==> src/hdl/vcsm_pkg.sv <==
// Shared types and constants for the sign-magnitude varint codec.
`default_nettype none

package vcsm_pkg;

  localparam int unsigned GROUP_BITS = 7;
  localparam logic [6:0] GROUP_MASK = 7'h7f;
  localparam logic [7:0] MORE_BIT = 8'h80;
  localparam int unsigned MORE_POS = 7;
  localparam logic [6:0] OFFSET_LIMIT = 7'd64;

  localparam logic OP_ENCODE = 1'b0;
  localparam logic OP_DECODE = 1'b1;

  localparam logic [1:0] FMT_U32 = 2'd0;
  localparam logic [1:0] FMT_U64 = 2'd1;
  localparam logic [1:0] FMT_S32 = 2'd2;

  localparam logic KIND_BYTE = 1'b0;
  localparam logic KIND_VALUE = 1'b1;

  typedef struct packed {
    logic enc_load;
    logic enc_emit;
    logic dec_step;
  } vcsm_cmd_t;

  typedef struct packed {
    logic out_free;
    logic enc_last;
  } vcsm_status_t;

endpackage

`default_nettype wire

==> src/hdl/vcsm_if.sv <==
// Request and result channel interfaces of the varint codec.
`default_nettype none

interface vcsm_in_if;
  logic        valid;
  logic        ready;
  logic        operation;
  logic [1:0]  format;
  logic [63:0] value;
  logic [7:0]  byte_in;

  modport source (output valid, operation, format, value, byte_in, input ready);
  modport sink (input valid, operation, format, value, byte_in, output ready);
endinterface

interface vcsm_out_if;
  logic        valid;
  logic        ready;
  logic        kind;
  logic [7:0]  byte_out;
  logic        byte_last;
  logic [63:0] value_out;

  modport source (output valid, kind, byte_out, byte_last, value_out, input ready);
  modport sink (input valid, kind, byte_out, byte_last, value_out, output ready);
endinterface

`default_nettype wire

==> src/hdl/vcsm_ctrl.sv <==
// Controller FSM of the varint codec: accepts requests and paces encode bytes.
`default_nettype none

module vcsm_ctrl (
  input  wire logic                  clk_i,
  input  wire logic                  rst_ni,
  input  wire logic                  in_valid_i,
  input  wire logic                  in_op_i,
  input  wire vcsm_pkg::vcsm_status_t status_i,
  output logic                       in_ready_o,
  output vcsm_pkg::vcsm_cmd_t        cmd_o
);
  import vcsm_pkg::*;

  localparam logic ST_IDLE = 1'b0;
  localparam logic ST_ENC  = 1'b1;

  logic state_q, state_d;
  logic accept;

  assign in_ready_o = (state_q == ST_IDLE) && status_i.out_free;
  assign accept     = in_valid_i && in_ready_o;

  always_comb begin
    cmd_o.enc_load = accept && (in_op_i == OP_ENCODE);
    cmd_o.dec_step = accept && (in_op_i == OP_DECODE);
    cmd_o.enc_emit = (state_q == ST_ENC) && status_i.out_free;
  end

  always_comb begin
    state_d = state_q;
    unique case (state_q)
      ST_IDLE: begin
        if (cmd_o.enc_load) state_d = ST_ENC;
      end
      ST_ENC: begin
        if (cmd_o.enc_emit && status_i.enc_last) state_d = ST_IDLE;
      end
      default: state_d = ST_IDLE;
    endcase
  end

  always_ff @(posedge clk_i or negedge rst_ni) begin
    if (!rst_ni) begin
      state_q <= ST_IDLE;
    end else begin
      state_q <= state_d;
    end
  end

endmodule

`default_nettype wire

==> src/hdl/vcsm_dp.sv <==
// Datapath of the varint codec: encode shifter, decode accumulator, result register.
`default_nettype none

module vcsm_dp #(
  parameter int unsigned VALUE_WIDTH = 64
) (
  input  wire logic                  clk_i,
  input  wire logic                  rst_ni,
  input  wire vcsm_pkg::vcsm_cmd_t   cmd_i,
  output vcsm_pkg::vcsm_status_t     status_o,
  input  wire logic [1:0]            format_i,
  input  wire logic [63:0]           value_i,
  input  wire logic [7:0]            byte_in_i,
  output logic                       out_valid_o,
  input  wire logic                  out_ready_i,
  output logic                       kind_o,
  output logic [7:0]                 byte_out_o,
  output logic                       byte_last_o,
  output logic [63:0]                value_out_o
);
  import vcsm_pkg::*;

  localparam int unsigned VW = VALUE_WIDTH;

  logic [VW-1:0]   sh_q, sh_d;
  logic [VW-1:0]   rest;
  logic            more;
  logic [VW-1:0]   wire_val;
  logic [31:0]     enc_x, enc_mag;

  logic [VW-1:0]   acc_q, acc_d, acc_new;
  logic [6:0]      off_q, off_d;
  logic [VW+6:0]   grp_ext;
  logic            term;
  logic [31:0]     dec_u;
  logic [63:0]     dec_mag, dec_val;

  logic            out_valid_q;
  logic            out_load;
  logic            kind_q, kind_d;
  logic [7:0]      byte_q, byte_d;
  logic            last_q, last_d;
  logic [63:0]     val_q, val_d;

  // encode side
  assign enc_x   = value_i[31:0];
  assign enc_mag = enc_x[31] ? (32'd0 - enc_x) : enc_x;

  always_comb begin
    case (format_i)
      FMT_U32: wire_val = VW'(enc_x);
      FMT_S32: wire_val = VW'({enc_mag[30:0], enc_x[31]});
      default: wire_val = value_i[VW-1:0];
    endcase
  end

  assign rest = sh_q >> GROUP_BITS;
  assign more = |rest;

  always_comb begin
    sh_d = sh_q;
    if (cmd_i.enc_load)      sh_d = wire_val;
    else if (cmd_i.enc_emit) sh_d = rest;
  end

  // decode side
  assign term    = ~byte_in_i[MORE_POS];
  assign grp_ext = (VW + 7)'(byte_in_i[6:0] & GROUP_MASK) << off_q[5:0];
  assign acc_new = (off_q < OFFSET_LIMIT) ? (acc_q | grp_ext[VW-1:0]) : acc_q;
  assign dec_u   = acc_new[31:0];
  assign dec_mag = {33'd0, dec_u[31:1]};

  always_comb begin
    case (format_i)
      FMT_U32: dec_val = {32'd0, dec_u};
      FMT_S32: dec_val = dec_u[0] ? (64'd0 - dec_mag) : dec_mag;
      default: dec_val = 64'(acc_new);
    endcase
  end

  always_comb begin
    acc_d = acc_q;
    off_d = off_q;
    if (cmd_i.dec_step) begin
      if (term) begin
        acc_d = '0;
        off_d = '0;
      end else begin
        acc_d = acc_new;
        if (off_q < OFFSET_LIMIT) off_d = off_q + 7'(GROUP_BITS);
      end
    end
  end

  // result register
  assign out_load = cmd_i.enc_emit || (cmd_i.dec_step && term);

  always_comb begin
    kind_d = kind_q;
    byte_d = byte_q;
    last_d = last_q;
    val_d  = val_q;
    if (cmd_i.enc_emit) begin
      kind_d = KIND_BYTE;
      byte_d = {more, sh_q[6:0]};
      last_d = ~more;
      val_d  = '0;
    end else if (cmd_i.dec_step && term) begin
      kind_d = KIND_VALUE;
      byte_d = '0;
      last_d = 1'b0;
      val_d  = dec_val;
    end
  end

  assign status_o.out_free = ~out_valid_q || out_ready_i;
  assign status_o.enc_last = ~more;

  always_ff @(posedge clk_i or negedge rst_ni) begin
    if (!rst_ni) begin
      out_valid_q <= 1'b0;
      acc_q       <= '0;
      off_q       <= '0;
    end else begin
      if (out_load)         out_valid_q <= 1'b1;
      else if (out_ready_i) out_valid_q <= 1'b0;
      acc_q <= acc_d;
      off_q <= off_d;
    end
  end

  always_ff @(posedge clk_i) begin
    sh_q   <= sh_d;
    kind_q <= kind_d;
    byte_q <= byte_d;
    last_q <= last_d;
    val_q  <= val_d;
  end

  assign out_valid_o = out_valid_q;
  assign kind_o      = kind_q;
  assign byte_out_o  = byte_q;
  assign byte_last_o = last_q;
  assign value_out_o = val_q;

endmodule

`default_nettype wire

==> src/hdl/varint_codec_sign_magnitude_unit.sv <==
// Varint codec top level: 7-bit groups, sign-magnitude signed format.
//
// Usage: requests enter on in_i (valid/ready). operation selects encode of
// value or decode of byte_in; format selects unsigned 32-bit, unsigned wide
// (VALUE_WIDTH bits) or signed 32-bit sign-magnitude. Results leave on out_o.
// An encode request produces 1 to ceil(VALUE_WIDTH/7) byte results, the last
// one flagged by byte_last. A decode request produces one value result when
// its byte has bit 7 clear, and none otherwise.
// Timing: a decode result is registered and appears in the cycle after the
// request is accepted; the first encode byte passes the shift register, then
// the result register. An encode request holds the block until its last
// byte, one byte per cycle while out_o does not stall; a decode request
// leaves it free. The single result register sets the pace.
// Reset clears the decode accumulator, the bit offset and the result valid.
// When the receiver stalls, the result register holds and no further bytes
// or requests are taken until it drains.
`default_nettype none

module varint_codec_sign_magnitude_unit #(
  parameter int unsigned VALUE_WIDTH = 64
) (
  input  wire logic  clk_i,
  input  wire logic  rst_ni,
  vcsm_in_if.sink    in_i,
  vcsm_out_if.source out_o
);
  import vcsm_pkg::*;

  vcsm_cmd_t    cmd;
  vcsm_status_t status;
  logic         in_ready;

  vcsm_ctrl u_ctrl (
    .clk_i      (clk_i),
    .rst_ni     (rst_ni),
    .in_valid_i (in_i.valid),
    .in_op_i    (in_i.operation),
    .status_i   (status),
    .in_ready_o (in_ready),
    .cmd_o      (cmd)
  );

  vcsm_dp #(
    .VALUE_WIDTH (VALUE_WIDTH)
  ) u_dp (
    .clk_i       (clk_i),
    .rst_ni      (rst_ni),
    .cmd_i       (cmd),
    .status_o    (status),
    .format_i    (in_i.format),
    .value_i     (in_i.value),
    .byte_in_i   (in_i.byte_in),
    .out_valid_o (out_o.valid),
    .out_ready_i (out_o.ready),
    .kind_o      (out_o.kind),
    .byte_out_o  (out_o.byte_out),
    .byte_last_o (out_o.byte_last),
    .value_out_o (out_o.value_out)
  );

  assign in_i.ready = in_ready;

`ifndef SYNTHESIS
  a_no_req_while_emit: assert property (@(posedge clk_i) disable iff (!rst_ni)
    cmd.enc_emit |-> !in_ready)
    else $error("request taken while encode bytes pending");

  a_last_matches_more: assert property (@(posedge clk_i) disable iff (!rst_ni)
    (out_o.valid && out_o.kind == KIND_BYTE) |->
      (out_o.byte_last == !out_o.byte_out[MORE_POS]) && (out_o.value_out == 64'd0))
    else $error("encoded byte flags inconsistent");

  a_value_fields_clear: assert property (@(posedge clk_i) disable iff (!rst_ni)
    (out_o.valid && out_o.kind == KIND_VALUE) |->
      (out_o.byte_out == 8'd0) && !out_o.byte_last)
    else $error("decoded value result carries byte fields");
`endif

endmodule

`default_nettype wire
==> src/flat_wrapper.sv <==
// flat-port wrapper written by rule: the top's interface ports become plain ports
module varint_codec_sign_magnitude_unit_flat import vcsm_pkg::*;
#(
  parameter int unsigned VALUE_WIDTH = 64
)
  (clk_i, rst_ni, in_i_valid, in_i_operation, in_i_format, in_i_value, in_i_byte_in, in_i_ready, out_o_valid, out_o_kind, out_o_byte_out, out_o_byte_last, out_o_value_out, out_o_ready);
  vcsm_in_if in_i_i ();
  vcsm_out_if out_o_i ();
  input  wire logic clk_i;
  input  wire logic rst_ni;
  input wire logic [$bits(in_i_i.valid)-1:0] in_i_valid;
  input wire logic [$bits(in_i_i.operation)-1:0] in_i_operation;
  input wire logic [$bits(in_i_i.format)-1:0] in_i_format;
  input wire logic [$bits(in_i_i.value)-1:0] in_i_value;
  input wire logic [$bits(in_i_i.byte_in)-1:0] in_i_byte_in;
  output wire logic [$bits(in_i_i.ready)-1:0] in_i_ready;
  output wire logic [$bits(out_o_i.valid)-1:0] out_o_valid;
  output wire logic [$bits(out_o_i.kind)-1:0] out_o_kind;
  output wire logic [$bits(out_o_i.byte_out)-1:0] out_o_byte_out;
  output wire logic [$bits(out_o_i.byte_last)-1:0] out_o_byte_last;
  output wire logic [$bits(out_o_i.value_out)-1:0] out_o_value_out;
  input wire logic [$bits(out_o_i.ready)-1:0] out_o_ready;
  assign in_i_i.valid = in_i_valid;
  assign in_i_i.operation = in_i_operation;
  assign in_i_i.format = in_i_format;
  assign in_i_i.value = in_i_value;
  assign in_i_i.byte_in = in_i_byte_in;
  assign in_i_ready = in_i_i.ready;
  assign out_o_valid = out_o_i.valid;
  assign out_o_kind = out_o_i.kind;
  assign out_o_byte_out = out_o_i.byte_out;
  assign out_o_byte_last = out_o_i.byte_last;
  assign out_o_value_out = out_o_i.value_out;
  assign out_o_i.ready = out_o_ready;
  varint_codec_sign_magnitude_unit #(.VALUE_WIDTH(VALUE_WIDTH)) u_core (.clk_i(clk_i), .rst_ni(rst_ni), .in_i(in_i_i), .out_o(out_o_i));
endmodule
==> config.mk <==
export PLATFORM = sky130hd
export DESIGN_NAME = varint_codec_sign_magnitude_unit_flat
export DESIGN_NICKNAME = d
export VERILOG_FILES = /design/src/hdl/vcsm_pkg.sv /design/src/hdl/vcsm_if.sv /design/src/hdl/vcsm_ctrl.sv /design/src/hdl/vcsm_dp.sv /design/src/hdl/varint_codec_sign_magnitude_unit.sv /design/src/flat_wrapper.sv
export SDC_FILE = /design/constraint.sdc
export NUM_CORES = 1
export LEC_CHECK = 0
export ABC_CLOCK_PERIOD_IN_PS = 5200
export BUFFER_PORTS_ARGS = -buffer_cell sky130_fd_sc_hd__buf_2
export CAP_MARGIN = 0
export CORE_UTILIZATION = 50
export DETAILED_ROUTE_END_ITERATION = 10
export PLACE_DENSITY = 0.68
export SETUP_SLACK_MARGIN = 0.5
export SYNTH_ARGS = -nofsm -noshare
export SYNTH_HDL_FRONTEND = slang
export SYNTH_SLANG_ARGS = --single-unit
==> constraint.sdc <==
create_clock -name clk_i -period 5.2 [get_ports clk_i]
set_input_delay 0.26 -clock clk_i [delete_from_list [all_inputs] [get_ports clk_i]]
set_output_delay 0.26 -clock clk_i [all_outputs]
set_load 0.02 [all_outputs]
# Yosys cells after proc, flatten, opt, wreduce, memory -nomap -nowiden
# Index checks and enable logic that the tools add are counted.
[op_classes]
shift = 1
n_eq_ne = 2
n_mux = 19
n_addsub = 3
order_cmp = 1
bitwise = 6
reduce_logical = 15
[ops]
columns = ["op", "n"]
rows = [
  ["2-to-1 mux 64 bit", 5],
  ["one-hot mux 64 bit (2 select lines)", 2],
  ["bitwise OR 64 bit", 1],
  ["left shift 7 x 6 -> 64 bit", 1],
  ["OR reduction 57 bit", 1],
  ["subtractor 1 x 31 -> 32 bit, first input constant", 1],
  ["2-to-1 mux 31 bit", 1],
  ["subtractor 1 x 31 -> 31 bit, first input constant", 1],
  ["2-to-1 mux 8 bit", 2],
  ["2-to-1 mux 7 bit", 2],
  ["adder 7 x 3 -> 7 bit, second input constant", 1],
  ["logical AND 1 bit", 7],
  ["< comparator 7 bit, second input constant", 1],
  ["2-to-1 mux 1 bit", 6],
  ["nonzero test 2 bit", 3],
  ["inverter 1 bit", 5],
  ["equality test 2 bit, second input constant", 1],
  ["zero test 2 bit", 1],
  ["logical OR 1 bit", 2],
  ["inequality test 2 x 1 -> 1 bit, second input constant", 1],
  ["one-hot mux 1 bit (2 select lines)", 1],
  ["AND reduction 2 bit", 1],
]
[word_totals]
wordCells = 56
register_bits = 211
out_inout_bits = 76
in_bits = 79

# Logic depth before layout (Yosys ltp)
[logic_depth]
ltp_word = 8
ltp_mapped = 13
depth_no_buf = 11

# Hierarchy
# Synthesis repeated with hierarchy kept, for this count alone.
[unflattened]
hier_cells = 1335
area_unflattened_um2 = 11672.4
[by_module_without_submodules]
columns = ["mod", "seq_area_each_um2", "area_each_um2", "instances", "cells_per_inst"]
rows = [
  ["vcsm_dp", 5295.1, 11589.9, 1, 1327],
  ["vcsm_ctrl", 25.0, 82.6, 1, 8],
]

# Least setup slack after synthesis
# OpenSTA, ideal clock, no wires.
[synth_timing]
path_kind = "register to register"
start = "register u_core.u_dp.out_valid_q (netlist: u_core.u_dp.out_valid_o)"
end = "register u_core.u_dp.sh_q[0] (enable)"
required_time_ps = 4776
path_stages_with_launch = 7
n_path_buf = 2
setup_slack_ps = 1644
setup_time_ps = 424
synth_period_minus_slack_ps = 3556
arrival_ps = 3133
path_cell_list = "dfrtp_1 > a21oi_1 > nand2_1 > or2_2 > clkbuf_1 > clkbuf_1 > nand2_1"
[synth_between]
elab_chain_cells = 6
elab_cells_between_ends = 7
classes_between = "bitwise (1); reduce/logical (6)"
[synth_lines]
columns = ["element", "line_no", "text"]
rows = [
  ["from (decl)", "vcsm_dp.sv:38", "logic out_valid_q;"],
  ["from (signal assigned)", "vcsm_dp.sv:121", "out_valid_q <= 1'b0;"],
  ["from (signal assigned)", "vcsm_dp.sv:125", "if (out_load) out_valid_q <= 1'b1;"],
  ["from (signal assigned)", "vcsm_dp.sv:126", "else if (out_ready_i) out_valid_q <= 1'b0;"],
  ["inverter 1 bit", "vcsm_dp.sv:116", "assign status_o.out_free = ~out_valid_q || out_ready_i;"],
  ["logical OR 1 bit", "vcsm_dp.sv:116", ""],
  ["logical AND 1 bit", "vcsm_ctrl.sv:21", "assign in_ready_o = (state_q == ST_IDLE) && status_i.out_free;"],
  ["net in_i_ready", "flat_wrapper.sv:16", "output wire logic [$bits(in_i_i.ready)-1:0] in_i_ready;"],
  ["logical AND 1 bit", "vcsm_ctrl.sv:22", "assign accept = in_valid_i && in_ready_o;"],
  ["logical AND 1 bit", "vcsm_ctrl.sv:25", "cmd_o.enc_load = accept && (in_op_i == OP_ENCODE);"],
  ["nonzero test 2 bit (no line)", "--", ""],
  ["to (signal assigned)", "vcsm_dp.sv:133", "sh_q <= sh_d;"],
  ["to (decl)", "vcsm_dp.sv:25", "logic [VW-1:0] sh_q, sh_d;"],
]
# The timed path passes the listed nets, and every way through them passes these cells.
# A chain may end at the register's enable or synchronous reset.

# Worst setup path in the final report
[layout_timing]
start = "register u_core.u_dp.off_q[0]"
end = "register u_core.u_dp.val_q[62] (netlist: u_core.u_dp.value_out_o[62])"
[layout_between]
elab_chain_cells = 6
elab_cells_between_ends = 7
classes_between = "add/sub (1); order compare (1); shift (1); mux (3); bitwise (1)"
[layout_lines]
columns = ["element", "line_no", "text"]
rows = [
  ["from (decl)", "vcsm_dp.sv:32", "logic [6:0] off_q, off_d;"],
  ["from (signal assigned)", "vcsm_dp.sv:123", "off_q <= '0;"],
  ["from (signal assigned)", "vcsm_dp.sv:128", "off_q <= off_d;"],
  ["left shift 7 x 6 -> 64 bit", "vcsm_dp.sv:68", "assign grp_ext = (VW + 7)'(byte_in_i[6:0] & GROUP_MASK) << off_q[5:0];"],
  ["bitwise OR 64 bit", "vcsm_dp.sv:69", "assign acc_new = (off_q < OFFSET_LIMIT) ? (acc_q | grp_ext[VW-1:0]) : acc_q;"],
  ["2-to-1 mux 64 bit *", "vcsm_dp.sv:69", ""],
  ["subtractor 1 x 31 -> 32 bit", "vcsm_dp.sv:76", "FMT_S32: dec_val = dec_u[0] ? (64'd0 - dec_mag) : dec_mag;"],
  ["2-to-1 mux 64 bit", "vcsm_dp.sv:76", ""],
  ["one-hot mux 64 bit (2 select lines) *", "vcsm_dp.sv:74", "case (format_i)"],
  ["to (signal assigned)", "vcsm_dp.sv:137", "val_q <= val_d;"],
  ["to (decl)", "vcsm_dp.sv:43", "logic [63:0] val_q, val_d;"],
]
# Every way passes the cells marked *; elsewhere a longest branch is shown, timed or not.

==> impl_metrics.json <==
{
  "synthCells": 1287,
  "cp_data_required_time_ns": 5.56,
  "synth_cell_types": 88,
  "final_core_util": 0.595,
  "rsz0062_at_grt": "no",
  "num_antenna_cells": 0,
  "grt_max_degree": 82,
  "worst_pin_slew_ns": 1.21,
  "gr-total-overflow": 0,
  "avgSynthCellArea_um2": 8.86,
  "rrSetupSlack_ns": 1.07,
  "io_buffer_count": 154,
  "fillers": 1959,
  "slowest_stage": "dfrtp_2",
  "ir_drop_v": 0.000201,
  "numCtsBuffers": 24,
  "max_cap_violations": 0,
  "max_stage_delay_ns": 0.70,
  "hold_ws_ns": 0.0279,
  "cp_max_fo": 33,
  "cts_tree": "built",
  "die_h_um": 153,
  "timing.critical_path.buf_inv": 0,
  "slew_violations": 0,
  "area_growth_syn_to_layout_pct": 15.3,
  "die-area_um2": 23400,
  "final_cell_area_um2": 13200,
  "drt_wl_total_um": 33400,
  "routed_via_density": 6.16,
  "cts_root_buffer": "clkbuf_16",
  "die_x_um": 153,
  "start_util": 0.516,
  "yosysSeqAreaShare": 0.466,
  "drive_above_1_share": 0.191,
  "track_usage": 0.280,
  "fin_worst_skew_ns": 0.0227,
  "grt_pass1_wl_um": 52000,
  "syn-cell-area_um2": 11400,
  "use_met3": 0.0380,
  "power_density_nw_per_um2": 295,
  "cp.arrival_ns": 4.49,
  "max_freq_ghz": 0.242,
  "cts_sinks": 211,
  "drcViolationCount": 0,
  "place_congestion": 0.928,
  "drtPass1Iterations": 5,
  "coreArea_um2": 22100,
  "worstSetupPathType": "reg -> reg",
  "final.min_clock_period_ns": 4.13,
  "finalSetupViolCount": 0,
  "first_global_vias": 9539,
  "cp_top_family": "compound AO/OA/AOI/OAI gates",
  "critPathCaptureType": "flip-flop",
  "synth_edf_count": 73,
  "h-tree-depth": 1,
  "synth_nets": 1369,
  "grt.met2_usage": 0.427,
  "ios": 155,
  "clk_pin_slew_ns": 0.06,
  "leakage_uw": 0.00596,
  "yosysWarnings": 0,
  "vias": 10450,
  "antenna_found_initial": 0,
  "status": "finished clean",
  "grt-busiest-layer": "met2",
  "grtUsageMet1": 0.404,
  "tns_ns": 0,
  "dp_hpwl_um": 22900,
  "postRouteAntennaNets": 0,
  "hold_viol_final": 0,
  "crit_path_start_kind": "flip-flop",
  "std_cell_rows": 54,
  "slew_headroom": 0.190,
  "layout.nets": 1480,
  "synth.ff_latch_count": 211,
  "async_reset_ff_frac": 0.346,
  "drtIter0Drc": 747,
  "worstHoldPathType": "in -> reg",
  "finalCritPeriodShare": 0.795,
  "crit_chain": "mux2_2 -> a32oi_1 -> o221ai_1 -> a21oi_1 -> nand4_4 -> nor3_4 -> nand4_1 -> nand3_2 -> a31oi_1",
  "multiInputGateArea_um2": 5670,
  "cts_max_path_buffers": 3,
  "synth_ff_type": "edfxtp_1",
  "regArea_um2": 5320,
  "dpl_cell_area_um2": 12300,
  "avgRoutedWirePerCell_um": 19.7,
  "clock_latency_ns": 0.53
}
[through the flow]
step,setup WS (ns),total power [uW],instances
detailed placement,0.854,2180,1651
CTS,0.850,3890,1696
finish,1.07,3880,1696
floorplan,1.64,2030,1287
global route,0.795,4000,1696
global placement,0.999,2170,1651
[routing by layer]
layer | up-vias | part of all wire
li1 | 4950 | -
met5 | - | 0
met1 | 4997 | 0.46
met3 | 70 | 0.066
met4 | 0 | 0.033
met2 | 433 | 0.44
[layout make-up]
cell class / instances / share of cell area
clock buffers: 34 / 0.0527
clock inverters: 10 / 0.00913
inverters: 11 / 0.00314
multi-input cells: 972 / 0.431
flip-flops and latches: 211 / 0.405
well taps: 280 / 0.0266
repair buffers: 178 / 0.0727
[cell usage in the layout (no fill, tap or decap), types with 8 or more instances in the layout]
master     Yosys  layout
buf_4          0      24
o221ai_1      14      14
nor2_1       132     130
xor2_1        33      33
a22oi_1        8       8
a31oi_1       22      22
o22ai_1       11      11
clkbuf_16      0      25
a21o_1        27      27
o211ai_1      10      10
nand2b_1      10       8
buf_2          8     153
nand2_1      146     145
xnor2_1       15      15
o211a_1       12      12
nor3_1        18      18
mux2i_1        8       8
nor4_1        15      15
o31ai_1        8       8
o21ai_0      104     104
and2_1        21      21
dfxtp_1       65      65
nor2b_1        9       8
inv_1         10      10
edfxtp_1      73      73
dfrtp_1       73      72
a21oi_1      166     165
and3_1         9       9
nand3_1       45      45
[cell families (layout without fill, tap and decap cells)]
group,after synthesis,count (layout),share of synthesized area
adders and majority gates,3,3,0.00329
DFF,211,211,0.466
and+or+nand+nor,456,456,0.192
xor gates and xnor gates,48,48,0.0369
muxes,19,19,0.0203
buffers and inverters,104,233,0.0385
AOI/OAI and AO/OA,446,446,0.243
[cells in the mapped netlist, drive strengths merged, types with 11 or more instances]
cell type / n / share of area
buf: 20 / 0.011
a31oi: 22 / 0.012
o21ai: 109 / 0.048
mux2i: 11 / 0.011
nor3: 20 / 0.010
clkbuf: 73 / 0.024
dfxtp: 65 / 0.11
a21o: 27 / 0.018
a21oi: 167 / 0.074
edfxtp: 73 / 0.19
xnor2: 15 / 0.012
xor2: 33 / 0.025
nand3: 46 / 0.021
o211a: 12 / 0.011
o221ai: 14 / 0.011
nor2: 133 / 0.044
inv: 11 / 0.0036
nor4: 16 / 0.010
nand2: 146 / 0.048
dfrtp: 73 / 0.16
and2: 21 / 0.012
o22ai: 12 / 0.0071
[final timing paths]
check,from,depth (start not counted),endpoint
max in group asynchronous,rst_ni,2,u_core.u_dp.off_q[0]
setup / recovery,u_core.u_dp.off_q[0],9,u_core.u_dp.value_out_o[62]
min in group asynchronous,rst_ni,2,u_core.u_dp.off_q[1]
setup reg to reg,u_core.u_dp.off_q[0],9,u_core.u_dp.value_out_o[62]
hold reg to reg,u_core.u_dp.value_out_o[15],2,u_core.u_dp.value_out_o[15]
hold / removal,in_i_value[48],3,u_core.u_dp.sh_q[48]
[flip-flops by register name, indices dropped and copies added, names as in the netlist]
name,count
u_core.u_dp.off_q,7
u_core.u_dp.acc_q,64
u_core.u_ctrl.state_q,1
u_core.u_dp.byte_last_o,1
u_core.u_dp.sh_q,64
u_core.u_dp.out_valid_o,1
u_core.u_dp.kind_o,1
u_core.u_dp.byte_out_o,8
u_core.u_dp.value_out_o,64
[worst min-delay path: cells and delay by family]
kind / cells / cell delay, ns
simple gates: 2 / 0.12
buf+inv: 1 / 0.08
[repair_timing]
action	CTS	global route
endpoints found under the hold margin	73	0
setup endpoints to repair	0	2
hold buffers	1	0
buffers inserted	0	0
resized for setup	0	1
[where the power goes]
part           switching [uW]  internal, uW
combinational             241           122
sequential               26.6          1760
clock                     692          1040
No activity file was read; power rests on OpenSTA's default activity.
